[src/ptc_pkg.sv]
// Package for the pressure/temperature compensation block.
// Holds payload structs, register indexes and 32-bit wrap helpers.
// No dependencies.
`default_nettype none
package ptc_pkg;

  localparam int DivSteps = 32;
  localparam int CfgIdxW  = 8;
  localparam int CfgDataW = 64;

  localparam logic [CfgIdxW-1:0] RegTempCal  = 8'd0;
  localparam logic [CfgIdxW-1:0] RegPressLow = 8'd1;
  localparam logic [CfgIdxW-1:0] RegPressMid = 8'd2;
  localparam logic [CfgIdxW-1:0] RegPressHi  = 8'd3;

  typedef struct packed {
    logic [19:0] raw_temp;
    logic [19:0] raw_pressure;
  } in_item_t;

  typedef struct packed {
    logic signed [31:0] temp_centi;
    logic [31:0]        pressure_pa;
  } out_item_t;

  // side data that rides along with the divider
  typedef struct packed {
    logic [31:0] temp;
    logic        halve;
    logic        zero;
  } div_tag_t;

  function automatic logic [31:0] asr(input logic [31:0] v, input logic [4:0] n);
    asr = $unsigned($signed(v) >>> n);
  endfunction

  function automatic logic [31:0] sx16(input logic [15:0] w);
    sx16 = {{16{w[15]}}, w};
  endfunction

endpackage
`default_nettype wire

[src/ptc_back.sv]
// Back pipeline: quotient fix-up and second-order pressure correction,
// ending in the output register. Depends on ptc_pkg.
`default_nettype none
module ptc_back import ptc_pkg::*; (
  input  wire logic        clk,
  input  wire logic        rst_n,
  input  wire logic        en,
  input  wire logic        in_vld,
  input  wire logic [31:0] quo,
  input  wire div_tag_t    tag,
  input  wire logic [63:0] pcal_mid,
  input  wire logic [15:0] pcal_hi,
  output logic             out_vld,
  output out_item_t        out_item
);

  logic [3:1]  v_r;
  logic [31:0] p1_r, p2_r, sq_r, m8_r, m8b_r, mp9_r, t1_r, t2_r;
  logic        z1_r, z2_r;
  out_item_t   out_r;
  logic [31:0] p, p7, p8, p9, corr;

  assign p7 = sx16(pcal_mid[47:32]);
  assign p8 = sx16(pcal_mid[63:48]);
  assign p9 = sx16(pcal_hi);
  assign p  = tag.halve ? {quo[30:0], 1'b0} : quo;
  assign corr = asr(asr(mp9_r, 5'd12) + asr(m8b_r, 5'd13) + p7, 5'd4);

  always_ff @(posedge clk) begin
    if (!rst_n) begin
      v_r <= '0;
    end else if (en) begin
      v_r <= {v_r[2:1], in_vld};
    end
  end

  always_ff @(posedge clk) begin
    if (en) begin
      p1_r  <= p;
      sq_r  <= {3'd0, p[31:3]} * {3'd0, p[31:3]};
      m8_r  <= {2'd0, p[31:2]} * p8;
      z1_r  <= tag.zero;
      t1_r  <= tag.temp;
      p2_r  <= p1_r;
      mp9_r <= p9 * {13'd0, sq_r[31:13]};
      m8b_r <= m8_r;
      z2_r  <= z1_r;
      t2_r  <= t1_r;
      out_r.temp_centi  <= $signed(t2_r);
      // drop the result to zero when the divisor was zero
      out_r.pressure_pa <= z2_r ? 32'd0 : p2_r + corr;
    end
  end

  assign out_vld  = v_r[3];
  assign out_item = out_r;

endmodule
`default_nettype wire

[config.mk]
export PLATFORM = sky130hd
export DESIGN_NAME = ptc_back
export DESIGN_NICKNAME = d
export VERILOG_FILES = /design/src/ptc_pkg.sv /design/src/ptc_back.sv
export SDC_FILE = /design/constraint.sdc
export NUM_CORES = 2
export LEC_CHECK = 0
export BUFFER_PORTS_ARGS = -buffer_cell sky130_fd_sc_hd__clkbuf_2
export CAP_MARGIN = 20
export CORE_UTILIZATION = 65
export DETAILED_ROUTE_END_ITERATION = 6
export GPL_TIMING_DRIVEN = 0
export PLACE_DENSITY = 0.9
export SYNTH_ARGS = -nofsm -noshare
export SYNTH_HDL_FRONTEND = slang
export SYNTH_SLANG_ARGS = --single-unit
[constraint.sdc]
create_clock -name clk -period 14.6 [get_ports clk]
set_input_delay 2.19 -clock clk [delete_from_list [all_inputs] [get_ports clk]]
set_output_delay 2.19 -clock clk [all_outputs]
set_load 0.01 [all_outputs]
==> metrics <==
outcome=complete, no violations; CP Launch Point=tag[1]; Syn Nets=5823; final setup vio count=0; number of port buffers=166; FF-to-FF Start=sq_r[23]$_DFFE_PP_; share of cells above drive strength 1=5.43%; Rows=95; largest net degree at the start of global routing=125; post-synth top area share=41.6%; vias in the first global route=34700; Commonest cells post-synth=inv_1 (1131), fa_1 (922), nand2_1 (512); Clock Tree Buf Depth=3; Synth Area in Compound Gates=3.40%; post-synthesis adder-cell area fraction=51.7%; worst skew pair latency=about 0.60 ns; nets=6034; Starting Density=about two thirds; Yosys top cell by area=fa_1; EDFF count, synth=271; CTS H-tree depth=1; Max Cap Viol=0; Setup crit start kind=input port; GPL Wtd Cong=about 1.0; chip width=about 260 µm; number of DRC markers in iteration 0=2956; Yosys reg bits=between 200 and 300; top post-synthesis cells by area=fa_1 (42%), edfxtp_1 (18%), ha_1 (10%); final antenna-violating net count=0; syn avg cell area=roughly 10 µm²; gr usage total=35.1%; final core occ=70.5%; Synth Flop Type=edfxtp_1; IO Pins=215; first-pass GRT wire length=184000 µm; clock-pin slew on the worst setup and hold paths=0.07 ns; RSZ-0062 raised after global routing=false; Post-Place Cells=5440; largest family of logic cells by synthesized area=adder cells; Setup TNS Final=0 ns; drt pass-1 iters=6; mux cell area share after synthesis=less than 1%; CTS Buf Count=30; Root Driver=clkbuf_16; CTS sink count=about 270; top-count cell post-synth=inv_1; Die Height=approximately 260 µm; drt via density=~5.7; worst-path maximum fanout=11; Post-Synthesis Cells=4391; ys async rst share=0%; worst clock skew=0.0411 ns; die area=about 0.069 mm²; slew at the pin with the worst max-slew slack=1.30 ns; Seq/Total Area, Yosys=18.5%; slowest cell on the critical path=clkbuf_1; fmax=81.5 MHz; Fin. Hold Viols=0; xor and xnor area share after synthesis=approximately 2.8%; Setup Fix Bufs, Post-CTS=0; CTS tree=done; DRC viols=0; Congestion Overflow GR=0; Post-Synth Simple-Gate Area=a little under an eighth; synth unique cells=62; Routed WL=between 100000 and 150000 µm; CP Capture Type=flop; Slew HR=13.0%; DP HPWL=95800 µm; HP Start=t1_r[12]$_DFFE_PP_; Core Region=0.0674 mm²; hold slack=a little over 0.4 ns; area of the mapped netlist=between 0.04 and 0.05 mm²; CP max stage delay=about 1.0 ns; Slew Limit Fails=0; CP Class=in2reg; final worst path period need=12.26 ns; Layout area overhead=7.04%; antenna violations before repair=1; Tcrit/Tclk final=84.0%; final std cells w/o fill=5498; Worst Hold Class=reg2reg; synth warn=0; CP arrival=12.58 ns; DR vias=31500; Req. time, crit path=14.92 ns; drt wl/cell=between 20 and 25 µm; Post-CTS Hold Fix Bufs=0; Post-CTS Resized=0
registers in the layout, indices dropped and copies added (netlist names):
register	flops
mp9_r	20
v_r	3
p2_r	32
p1_r	32
m8_r	19
m8b_r	19
t2_r	32
z2_r	1
z1_r	1
t1_r	32
sq_r	19
out_item	64
cells by family after synthesis:
kind of cell,after synthesis
simple gates,1150
flops,274
buf+inv,1288
compound gates,222
xor+xnor,140
mux,35
fa+ha+maj,1282
through the flow:
step | cell area (µm²) | setup slack [ns]
3_5_place_dp | 46500 | 2.18
6_report | 47500 | 2.34
4_1_cts | 47500 | 2.75
3_3_place_gp | 46300 | 2.34
2_1_floorplan | 44400 | 4.21
5_1_grt | 47500 | 2.19
cell usage in the layout, fill, tap and decap left out, types with 12 or more instances in the layout:
cell       count
a21o_1        35
a21oi_1       62
and2_1       299
clkbuf_1     142
clkbuf_16     30
clkbuf_2     165
edfxtp_1     271
fa_1         922
ha_1         360
inv_1       1131
mux2i_1       29
nand2_1      512
nand2b_1      23
nand3_1       12
nor2_1       221
nor2b_1       20
nor3_1        32
o21a_1        21
o21ai_0       37
o21bai_1      12
xnor2_1      101
xor2_1        39
per-layer routing:
layer	global-route usage [%]	vias up	wire length, µm	part of all wire, %
met1	43.6	15600	41000	35
met4	17.9	6	7480	6.4
li1	-	13400	-	-
met2	56.6	1853	53800	46
met5	2.43	-	313	0.27
met3	9.29	528	13500	12
layout make-up:
| class | instances | area (µm²) |
|---|---|---|
| diodes | 1 | 2.50 |
| plain buffers | 153 | 587 |
| clock buffers | 35 | 769 |
| clock inverters | 19 | 270 |
| fillers | 4780 | 19900 |
| inverters | 1135 | 4260 |
| multi-input cells | 2829 | 31400 |
| flip-flops and latches | 274 | 8200 |
| well taps | 873 | 1090 |
| repair buffers | 179 | 981 |
path summary, 6_finish.rpt:
kind	slack, ns	depth (start not counted)	end
hold / removal	0.41	0	t2_r[12]$_DFFE_PP_
setup reg to reg	7.16	24	mp9_r[30]$_DFFE_PP_
hold reg to reg	0.41	0	t2_r[12]$_DFFE_PP_
setup / recovery	2.34	32	sq_r[31]$_DFFE_PP_
worst max-delay path: cells and delay by family:
family | cells | cell delay, ns
mux | 1 | 0.41
xor+xnor | 1 | 0.24
fa+ha+maj | 9 | 4.06
buf+inv | 11 | 3.09
compound gates | 8 | 2.25
simple gates | 2 | 0.31
Power is left out: the tool's default activity adds up to more than one toggle a clock period on the data nets, which glitch-free logic cannot reach.
